<file path="config.mk">
export PLATFORM = sky130hd
export DESIGN_NAME = nibble_handshake_byte_link
export DESIGN_NICKNAME = d
export VERILOG_FILES = /design/src/rtl/nhbl_pkg.sv /design/src/rtl/nibble_handshake_byte_link.sv /design/src/rtl/nhbl_core.sv
export SDC_FILE = /design/constraint.sdc
export NUM_CORES = 1
export LEC_CHECK = 0
export ABC_AREA = 1
export BUFFER_PORTS_ARGS = -buffer_cell sky130_fd_sc_hd__buf_2
export CORE_MARGIN = 3
export CORE_UTILIZATION = 25
export CTS_CLUSTER_SIZE = 16
export DETAILED_ROUTE_END_ITERATION = 8
export HOLD_SLACK_MARGIN = 0.1
export PLACE_DENSITY = 0.42
export SLEW_MARGIN = 0
export SYNTH_ARGS = -nofsm -noshare
export SYNTH_HDL_FRONTEND = slang
export SYNTH_SLANG_ARGS = --single-unit
</file>
<file path="constraint.sdc">
create_clock -name aclk -period 3.35 [get_ports aclk]
set_input_delay 0.67 -clock aclk [delete_from_list [all_inputs] [get_ports aclk]]
set_output_delay 0.67 -clock aclk [all_outputs]
set_load 0.02 [all_outputs]
</file>
<file path="src/rtl/nhbl_pkg.sv">
// shared types and constants for the nibble handshake byte link
// no dependencies

package nhbl_pkg;

    localparam int unsigned SPIN_W = 16;
    localparam logic [SPIN_W-1:0] SPIN_LIMIT_RESET = 16'd1000;

    localparam logic FUNC_START  = 1'b0;
    localparam logic FUNC_SAMPLE = 1'b1;

    localparam logic [1:0] BURST_HI_STROBE = 2'd0;
    localparam logic [1:0] BURST_HI_DROP   = 2'd1;
    localparam logic [1:0] BURST_LO_STROBE = 2'd2;
    localparam logic [1:0] BURST_LO_DROP   = 2'd3;

    typedef struct packed {
        logic [3:0] drive_nibble;
        logic       drive_strobe;
        logic       byte_done;
        logic [7:0] recv_byte;
        logic       timeout_error;
        logic       busy_res;
    } nhbl_result_t;

endpackage

</file>
<file path="src/rtl/nibble_handshake_byte_link.sv">
// top level of the nibble handshake byte link: input handshake, core, result register
// depends on nhbl_pkg and nhbl_core
//
//  channel   prefix  direction  carries
//  input     s_      in         start command or one port sample
//  result    m_      out        drive levels and byte status
//  config    cfg_    in         spin limit, always ready
//
// one transaction per cycle while s_ready is high; a full-exchange transaction gives at most one result,
// a write-only start gives four results from the result register
// a sample while idle gives no result
// synchronous active-low reset; spin limit returns to 1000
// input is taken while the result register is empty or its last result leaves

module nibble_handshake_byte_link (
    input  logic       aclk,
    input  logic       aresetn,
    input  logic       s_valid,
    output logic       s_ready,
    input  logic       s_func,
    input  logic [7:0] s_send_byte,
    input  logic       s_write_only,
    input  logic [3:0] s_port_nibble,
    input  logic       s_port_ack,
    output logic       m_valid,
    input  logic       m_ready,
    output logic [3:0] m_drive_nibble,
    output logic       m_drive_strobe,
    output logic       m_byte_done,
    output logic [7:0] m_recv_byte,
    output logic       m_timeout_error,
    output logic       m_busy_res,
    output logic       m_last_of_run,
    input  logic       cfg_valid,
    output logic       cfg_ready,
    input  logic [15:0] cfg_wdata
);
    import nhbl_pkg::*;

    logic         item_accept;
    nhbl_result_t core_res;
    logic         core_res_valid;
    logic         core_res_burst;

    logic         out_valid_reg;
    nhbl_result_t res_reg;
    logic         burst_reg;
    logic [1:0]   step_reg;
    logic [7:0]   burst_byte_reg;

    nhbl_result_t out_res;
    logic         out_last;
    logic         out_take;

    assign cfg_ready   = 1'b1;
    assign out_last    = !burst_reg || (step_reg == BURST_LO_DROP);
    assign out_take    = out_valid_reg && m_ready;
    assign s_ready     = !out_valid_reg || (m_ready && out_last);
    assign item_accept = s_valid && s_ready;

    nhbl_core u_core (
        .aclk        (aclk),
        .aresetn     (aresetn),
        .item_accept (item_accept),
        .func        (s_func),
        .send_byte   (s_send_byte),
        .write_only  (s_write_only),
        .port_nibble (s_port_nibble),
        .port_ack    (s_port_ack),
        .cfg_we      (cfg_valid && cfg_ready),
        .cfg_data    (cfg_wdata),
        .res         (core_res),
        .res_valid   (core_res_valid),
        .res_burst   (core_res_burst)
    );

    always_comb begin
        out_res = res_reg;
        if (burst_reg) begin
            out_res = '0;
            unique case (step_reg)
                BURST_HI_STROBE: begin
                    out_res.drive_nibble = burst_byte_reg[7:4];
                    out_res.drive_strobe = 1'b1;
                end
                BURST_HI_DROP: begin
                end
                BURST_LO_STROBE: begin
                    out_res.drive_nibble = burst_byte_reg[3:0];
                    out_res.drive_strobe = 1'b1;
                end
                BURST_LO_DROP: begin
                    out_res.byte_done = 1'b1;
                end
                default: begin
                end
            endcase
        end
    end

    always_ff @(posedge aclk) begin
        if (!aresetn) begin
            out_valid_reg <= 1'b0;
            burst_reg     <= 1'b0;
            step_reg      <= BURST_HI_STROBE;
        end else begin
            if (item_accept && core_res_valid) begin
                out_valid_reg <= 1'b1;
                burst_reg     <= core_res_burst;
                step_reg      <= BURST_HI_STROBE;
            end else if (out_take) begin
                if (out_last) begin
                    out_valid_reg <= 1'b0;
                end else begin
                    step_reg <= step_reg + 1'b1;
                end
            end
        end
    end

    always_ff @(posedge aclk) begin
        if (item_accept && core_res_valid) begin
            res_reg        <= core_res;
            burst_byte_reg <= s_send_byte;
        end
    end

    assign m_valid         = out_valid_reg;
    assign m_drive_nibble  = out_res.drive_nibble;
    assign m_drive_strobe  = out_res.drive_strobe;
    assign m_byte_done     = out_res.byte_done;
    assign m_recv_byte     = out_res.recv_byte;
    assign m_timeout_error = out_res.timeout_error;
    assign m_busy_res      = out_res.busy_res;
    assign m_last_of_run   = out_last;

endmodule

</file>
<file path="src/rtl/nhbl_core.sv">
// handshake state, spin counter and result formation for one transaction
// depends on nhbl_pkg

module nhbl_core (
    input  logic                  aclk,
    input  logic                  aresetn,
    input  logic                  item_accept,
    input  logic                  func,
    input  logic [7:0]            send_byte,
    input  logic                  write_only,
    input  logic [3:0]            port_nibble,
    input  logic                  port_ack,
    input  logic                  cfg_we,
    input  logic [15:0]           cfg_data,
    output nhbl_pkg::nhbl_result_t res,
    output logic                  res_valid,
    output logic                  res_burst
);
    import nhbl_pkg::*;

    localparam logic [1:0] PH_IDLE    = 2'd0;
    localparam logic [1:0] PH_WAIT_HI = 2'd1;
    localparam logic [1:0] PH_WAIT_LO = 2'd2;

    logic [1:0]        phase_reg, phase_next;
    logic              low_turn_reg, low_turn_next;
    logic [SPIN_W:0]   spin_count_reg, spin_count_next;
    logic [7:0]        recv_accum_reg, recv_accum_next;
    logic [7:0]        send_latch_reg, send_latch_next;
    logic [SPIN_W-1:0] spin_limit_reg;

    logic [SPIN_W:0]   spin_inc;
    logic              spin_over;
    logic [3:0]        turn_nibble;

    assign spin_inc    = spin_count_reg + 1'b1;
    assign spin_over   = spin_inc > {1'b0, spin_limit_reg};
    assign turn_nibble = low_turn_reg ? send_latch_reg[3:0] : send_latch_reg[7:4];

    always_comb begin
        phase_next      = phase_reg;
        low_turn_next   = low_turn_reg;
        spin_count_next = spin_count_reg;
        recv_accum_next = recv_accum_reg;
        send_latch_next = send_latch_reg;
        res             = '0;
        res_valid       = 1'b0;
        res_burst       = 1'b0;
        if (item_accept) begin
            if (func == FUNC_START) begin
                send_latch_next = send_byte;
                low_turn_next   = 1'b0;
                spin_count_next = '0;
                recv_accum_next = '0;
                res_valid       = 1'b1;
                if (write_only) begin
                    phase_next = PH_IDLE;
                    res_burst  = 1'b1;
                end else begin
                    phase_next       = PH_WAIT_HI;
                    res.drive_nibble = send_byte[7:4];
                    res.drive_strobe = 1'b1;
                    res.busy_res     = 1'b1;
                end
            end else begin
                unique case (phase_reg)
                    PH_WAIT_HI: begin
                        res_valid = 1'b1;
                        if (port_ack) begin
                            recv_accum_next = {recv_accum_reg[3:0], port_nibble};
                            phase_next      = PH_WAIT_LO;
                            spin_count_next = '0;
                            res.busy_res    = 1'b1;
                        end else begin
                            spin_count_next  = spin_inc;
                            res.drive_nibble = turn_nibble;
                            res.drive_strobe = 1'b1;
                            if (spin_over) begin
                                phase_next        = PH_IDLE;
                                res.byte_done     = 1'b1;
                                res.timeout_error = 1'b1;
                            end else begin
                                res.busy_res = 1'b1;
                            end
                        end
                    end
                    PH_WAIT_LO: begin
                        res_valid = 1'b1;
                        if (!port_ack) begin
                            spin_count_next = '0;
                            if (!low_turn_reg) begin
                                low_turn_next    = 1'b1;
                                phase_next       = PH_WAIT_HI;
                                res.drive_nibble = send_latch_reg[3:0];
                                res.drive_strobe = 1'b1;
                                res.busy_res     = 1'b1;
                            end else begin
                                phase_next    = PH_IDLE;
                                res.byte_done = 1'b1;
                                res.recv_byte = recv_accum_reg;
                            end
                        end else begin
                            spin_count_next = spin_inc;
                            if (spin_over) begin
                                phase_next        = PH_IDLE;
                                res.byte_done     = 1'b1;
                                res.timeout_error = 1'b1;
                            end else begin
                                res.busy_res = 1'b1;
                            end
                        end
                    end
                    default: begin
                        phase_next = PH_IDLE;
                    end
                endcase
            end
        end
    end

    always_ff @(posedge aclk) begin
        if (!aresetn) begin
            phase_reg      <= PH_IDLE;
            low_turn_reg   <= 1'b0;
            spin_count_reg <= '0;
            recv_accum_reg <= '0;
            send_latch_reg <= '0;
            spin_limit_reg <= SPIN_LIMIT_RESET;
        end else begin
            phase_reg      <= phase_next;
            low_turn_reg   <= low_turn_next;
            spin_count_reg <= spin_count_next;
            recv_accum_reg <= recv_accum_next;
            send_latch_reg <= send_latch_next;
            if (cfg_we) begin
                spin_limit_reg <= cfg_data;
            end
        end
    end

endmodule

</file>
# Word-level counts from Yosys, hierarchy flattened
# Cells that the tools add are included.
[totals]
reg_bits = 80
latch_bits = 0
ram_bits = 0
romBits = 0
input_bits = 36
out_inout_bits = 20
memories = 0
[op_classes]
addsub = 2
multipliers = 0
n_div = 0
n_lt_le_gt_ge = 1
n_eq_ne = 9
n_shift = 0
n_mux = 48
n_bitwise = 6
n_reduce_logical = 21
[ops]
columns = ["cell", "n"]
rows = [
  ["$mux 17", 3],
  ["$pmux 17 s2", 1],
  ["$mux 1", 25],
  ["$mux 8", 3],
  ["$mux 5", 4],
  ["$add 17x1->17 const B", 1],
  ["$gt 17x16->1", 1],
  ["$mux 16", 1],
  ["$pmux 6 s2", 1],
  ["$pmux 5 s2", 1],
  ["$reduce_and 2->1", 5],
  ["$mux 9", 1],
  ["$mux 2", 4],
  ["$pmux 2 s2", 2],
  ["$eq 2x2->1 const B", 3],
  ["$mux 6", 1],
  ["$ne 2x1->1 const B", 3],
  ["$not 1->1", 6],
  ["$reduce_and 3->1", 2],
  ["$reduce_or 5->1", 1],
  ["$logic_and 1x1->1", 4],
  ["$mux 4", 1],
  ["$reduce_bool 2->1", 2],
  ["$reduce_or 2->1", 2],
  ["other kinds (7)", 9],
]

# Logic depth before layout (Yosys ltp)
[depth]
word_depth = 9
depth_mapped = 22
mapped_depth_nobuf = 22

# Modules after synthesis
# Synthesis repeated with hierarchy kept, for this count alone.
[hier_totals]
hier_cells = 534
hier_area_um2 = 4181.5
[modules_own_cells]
columns = ["module", "instances", "cells_per_inst", "area_per_inst_um2", "seq_area_each_um2"]
rows = [
  ["nhbl_core", 1, 427, 2992.9, 1041.0],
  ["nibble_handshake_byte_link", 1, 107, 1188.6, 800.8],
]

# Worst setup path after synthesis
# OpenSTA, ideal clock, no wires.
[synth_timing]
kind = "register to register"
startpoint = "register u_core.spin_count_reg[0]"
endpoint = "register res_reg[0] in the netlist's numbering, data pin"
t_arrival_ps = 2377
required_time_ps = 3097
slack_ps = 720
stages_incl_launch_ff = 23
n_path_buf = 0
path_cell_list = "dfxtp_1 ha_1 nand3_1 nor2_1 nand2_1 nor2_2 nand2_2 xor2_1 inv_1 ha_1 inv_1 nor3_1 nand2_1 nand2_1 nand2_1 nand2_1 nand2_1 nand2_1 nand2_1 nand2_1 nand2_1 nand2_1 nand2_1"
[synth_via]
elab_chain_cells = 6
word_cells_on_any_way = 7
[synth_rtl]
columns = ["item", "line_no", "text"]
rows = [
  ["start, declared", "nhbl_core.sv:27", "logic [SPIN_W:0] spin_count_reg, spin_count_next;"],
  ["start signal, assigned", "nhbl_core.sv:132", "spin_count_reg <= spin_count_next;"],
  ["$add 17x1->17 (*)", "nhbl_core.sv:36", "assign spin_inc = spin_count_reg + 1'b1;"],
  ["$gt 17x16->1 (*)", "nhbl_core.sv:37", "assign spin_over = spin_inc > {1'b0, spin_limit_reg};"],
  ["$mux 1 (*)", "nhbl_core.sv:78, nhbl_core.sv:104", ""],
  ["$mux 1 (on tied branches)", "nhbl_core.sv:89, nhbl_core.sv:69", ""],
  ["$pmux 2 s2 (*)", "nhbl_core.sv:66", "unique case (phase_reg)"],
  ["$mux 1 (*)", "nhbl_core.sv:50", "if (func == FUNC_START) begin"],
  ["end signal, assigned", "nibble_handshake_byte_link.sv:123", "res_reg <= core_res;"],
  ["end, declared", "nibble_handshake_byte_link.sv:46", "nhbl_result_t res_reg;"],
]
# Every way passes the cells marked *; elsewhere a longest branch is shown, timed or not.
# A chain may end at the register's enable or synchronous reset.

# Final worst setup path
[layout_timing]
startpoint = "register u_core.spin_count_reg[0]"
endpoint = "register res_reg[10] in the netlist's numbering, data pin"
[layout_via]
elab_chain_cells = 5
word_cells_on_any_way = 6
[layout_rtl]
columns = ["item", "line_no"]
rows = [
  ["$add 17x1->17 (*)", "nhbl_core.sv:36"],
  ["$gt 17x16->1 (*)", "nhbl_core.sv:37"],
  ["$mux 1 (*)", "nhbl_core.sv:78, nhbl_core.sv:104"],
  ["$mux 1 or $mux 6 (tied branches)", "nhbl_core.sv:89, nhbl_core.sv:69"],
  ["$pmux 6 s2 (*)", "nhbl_core.sv:66"],
]
# Marked as above.

==> summary.txt <==
Run status
  – Outcome: finished clean

Die
  – IO Pins: 56
  – Core Region: 15540 µm²
  – Die X: 133.4 µm
  – Initial core utilization: 0.2610
  – Die ar.: 17780 µm²
  – Die Span Y: 133.4 µm
  – Rows: 45

Logic synthesis
  – #FFs+latches synth: 80
  – Fraction of synthesized area in multiplexers: 0
  – Simple-gate portion of the synthesized area: 0.1999
  – Largest family of logic cells by synthesized area: simple AND/OR/NAND/NOR gates
  – Post-synthesis xor/xnor area fraction: 0.03024
  – Compound-gate portion of the synthesized area: 0.1515
  – Post-synth ARST share: 0
  – Syn Area/Cell: 7.905 µm²
  – Warnings from Yosys: 0
  – Most used DFF post-synth: dfxtp_1
  – Gate Count Post-Synth: 513
  – Sequential area share after synthesis: 0.4542
  – Syn Std Cell Area: 4055 µm²
  – EDFF count, synth: 24
  – Synth Net Count: 571
  – Yosys cell types: 41
  – Adder-cell share of the synthesized area: 0.06788

Critical path
  – CP top delay family: simple AND/OR/NAND/NOR gates
  – Setup crit start kind: flip-flop
  – Sequence of cells on the critical path: ha_1 > nand3_1 > nor2_1 > nand2_1 > nor2_2 > nand2_2 > nor2_2 > xor2_1 > ha_1 > a21o_1 > a21oi_1 > nand2_1 > nand2_1 > nand2_1 > o211ai_1 > o41ai_1
  – Crit-path slowest cell: dfxtp_1
  – Critical path data required time: 3.43 ns
  – CP most frequent cell: nand2_1
  – CP max stage delay: 0.39 ns
  – Critical path type: reg2reg
  – WP buf/inv: 0
  – CP arrival: 3.02 ns
  – Crit end category: flip-flop
  – Crit Path Max Fanout: 5

Drt
  – DR vias: 3324
  – Post-Route WL: 9.665 mm
  – DRT Pass-1 Iters: 4
  – Wirelength per Cell: 12.36 µm
  – ANT nets after route: 0
  – DRC Markers: 0
  – Number of DRC markers in iteration 0: 195
  – DR vias/cell: 4.251

Timing
  – Hold Vio Cnt, Final: 0
  – Setup TNS: 0 ns
  – Fin Clk Skew: 0.005738 ns
  – Crit share post-route: 0.8780
  – Rel. slew slack: 0.3644
  – Final Setup Violations: 0
  – Final Critical Period: 2.941 ns
  – Unrepaired setup endpoints after global routing: false
  – Final slew viol count: 0
  – Setup ws final: 0.4088 ns
  – Least-Margin Pin Slew: 0.9461 ns
  – Fmax: 340.0 MHz

Hold path
  – Worst hold path class: reg2reg

Global route
  – Grt total ovfl: 0
  – Number of global-route vias before repair: 3223
  – Initial antenna violation count: 0
  – GRT Total Usage: 0.1121
  – First-pass GRT wire length: 15.95 mm
  – Largest net degree at the start of global routing: 33

Place
  – Final GP Congestion: 0.8545
  – Hpwl dp: 7.308 mm
  – Dpl cells: 766
  – Placement Setup Slack: 0.3360 ns
  – Number of port buffers: 54

Clock network
  – CTS tree: done
  – CTS-repair resized insts: 0
  – CTS root buf: clkbuf_16
  – Clock sinks: 80
  – Bufs on Longest Clock Path: 2
  – H-tree depth: 3
  – Clock Latency Late Sink: 0.34 ns
  – Post-CTS setup buffers: 0
  – Hold_buf cts: 0
  – Worst-path clk slew: 0.06 ns
  – Clock buffer count from CTS: 9

Finish
  – Max reg flops: 17
  – Fin cells: 782
  – Nets: 624
  – Antenna cells: 0
  – P&R area growth vs syn: 19.22%
  – Layout cells sized above 1: 0.1524

Pwr
  – Power Density: 467.0 nW/µm²
  – P_leak: 2.037 nW
  – Maximum VDD drop: 206.3 µV

Run
  – MaxCap Viol Count: 0
## cells by family (layout without fill, tap and decap cells)
logic type | Yosys count | count (layout)
XOR/XNOR | 14 | 14
AND/OR/NAND/NOR | 190 | 190
adder cells (fa/ha/maj) | 22 | 22
AO/OA/AOI/OAI | 111 | 111
other | 1 | 1
buffers and inverters | 95 | 153
flip-flops | 80 | 80
## routing by layer
layer,share of wire,global-route usage,up-vias
met5,0,0,-
met4,0.018,0.03943,0
met3,0.050,0.03588,13
met2,0.45,0.1809,62
met1,0.48,0.1414,1477
li1,-,-,1772
## cells in the mapped netlist (5+ instances only)
| cell type | instances | area share |
|---|---|---|
| o21ai_0 | 31 | 0.038 |
| clkbuf_1 | 9 | 0.0083 |
| nor2_1 | 47 | 0.044 |
| nor3_1 | 5 | 0.0062 |
| o22ai_1 | 5 | 0.0077 |
| dfxtp_1 | 56 | 0.28 |
| xnor2_1 | 7 | 0.015 |
| ha_1 | 22 | 0.068 |
| nand2_1 | 109 | 0.10 |
| a21oi_1 | 65 | 0.080 |
| inv_1 | 75 | 0.069 |
| edfxtp_1 | 24 | 0.18 |
| nand3_1 | 12 | 0.015 |
| xor2_1 | 7 | 0.015 |
## placed cells by master (no fill, tap or decap), drive strengths merged, types with 2 or more instances in the layout
cell	Yosys	layout
a31oi	2	2
nor3	8	8
clkbuf	9	11
clkinv	2	4
xnor2	7	7
buf	5	56
ha	22	22
edfxtp	24	24
a32o	3	3
xor2	7	7
nand4	4	4
o21ai	31	31
o22ai	5	5
a21oi	65	65
nand3	12	12
dfxtp	56	56
inv	79	80
nand2	113	113
nor2	50	50
## report_power, final
group	leakage (nW)	internal, mW	switching [mW]
combinational	1.21	0.0681	0.150
sequential	0.688	1.04	0.0131
clock	0.144	0.596	0.392
total	2.04	1.70	0.554
## final timing paths
path / endpoint / slack [ns] / from / cells past startpoint
worst max-delay path: res_reg[10]$_SDFFCE_PN0P_ / 0.41 / u_core.spin_count_reg[0]$_SDFFE_PN0P_ / 16
worst min-delay path: u_core.send_latch_reg[1]$_SDFFE_PN0P_ / 0.46 / u_core.send_latch_reg[1]$_SDFFE_PN0P_ / 2
worst max register to register: res_reg[10]$_SDFFCE_PN0P_ / 0.41 / u_core.spin_count_reg[0]$_SDFFE_PN0P_ / 16
worst min register to register: u_core.send_latch_reg[1]$_SDFFE_PN0P_ / 0.46 / u_core.send_latch_reg[1]$_SDFFE_PN0P_ / 2
## metrics by stage
stage                     cell area (µm²)  power [mW]    util  hold WS, ns
after global routing                 4835       2.369  0.3111       0.4842
after detailed placement             4532       1.295  0.2916       0.4560
final                                4835       2.258  0.3111       0.4575
after CTS                            4830       2.303  0.3108       0.4635
after floorplan                      4055       1.213       -       0.4298
after global placement               4532       1.293  0.2916       0.4448
## tightest hold or removal path, cell delays in order (launching register included)
cell and delay (ns):
dfxtp_1 0.29, inv_1 0.06, a21oi_1 0.06
## final cells by class
| cell class | instances | area, µm² |
|---|---|---|
| fill | 1705 | 10710 |
| sequential | 80 | 1842 |
| multi-input combinational | 338 | 1832 |
| inverter | 81 | 314.1 |
| timing repair buffer | 56 | 285.3 |
| tap | 211 | 264.0 |
| clock buffer | 11 | 242.7 |
| clock inverter | 5 | 55.05 |
No activity file was read; power rests on OpenSTA's default activity.
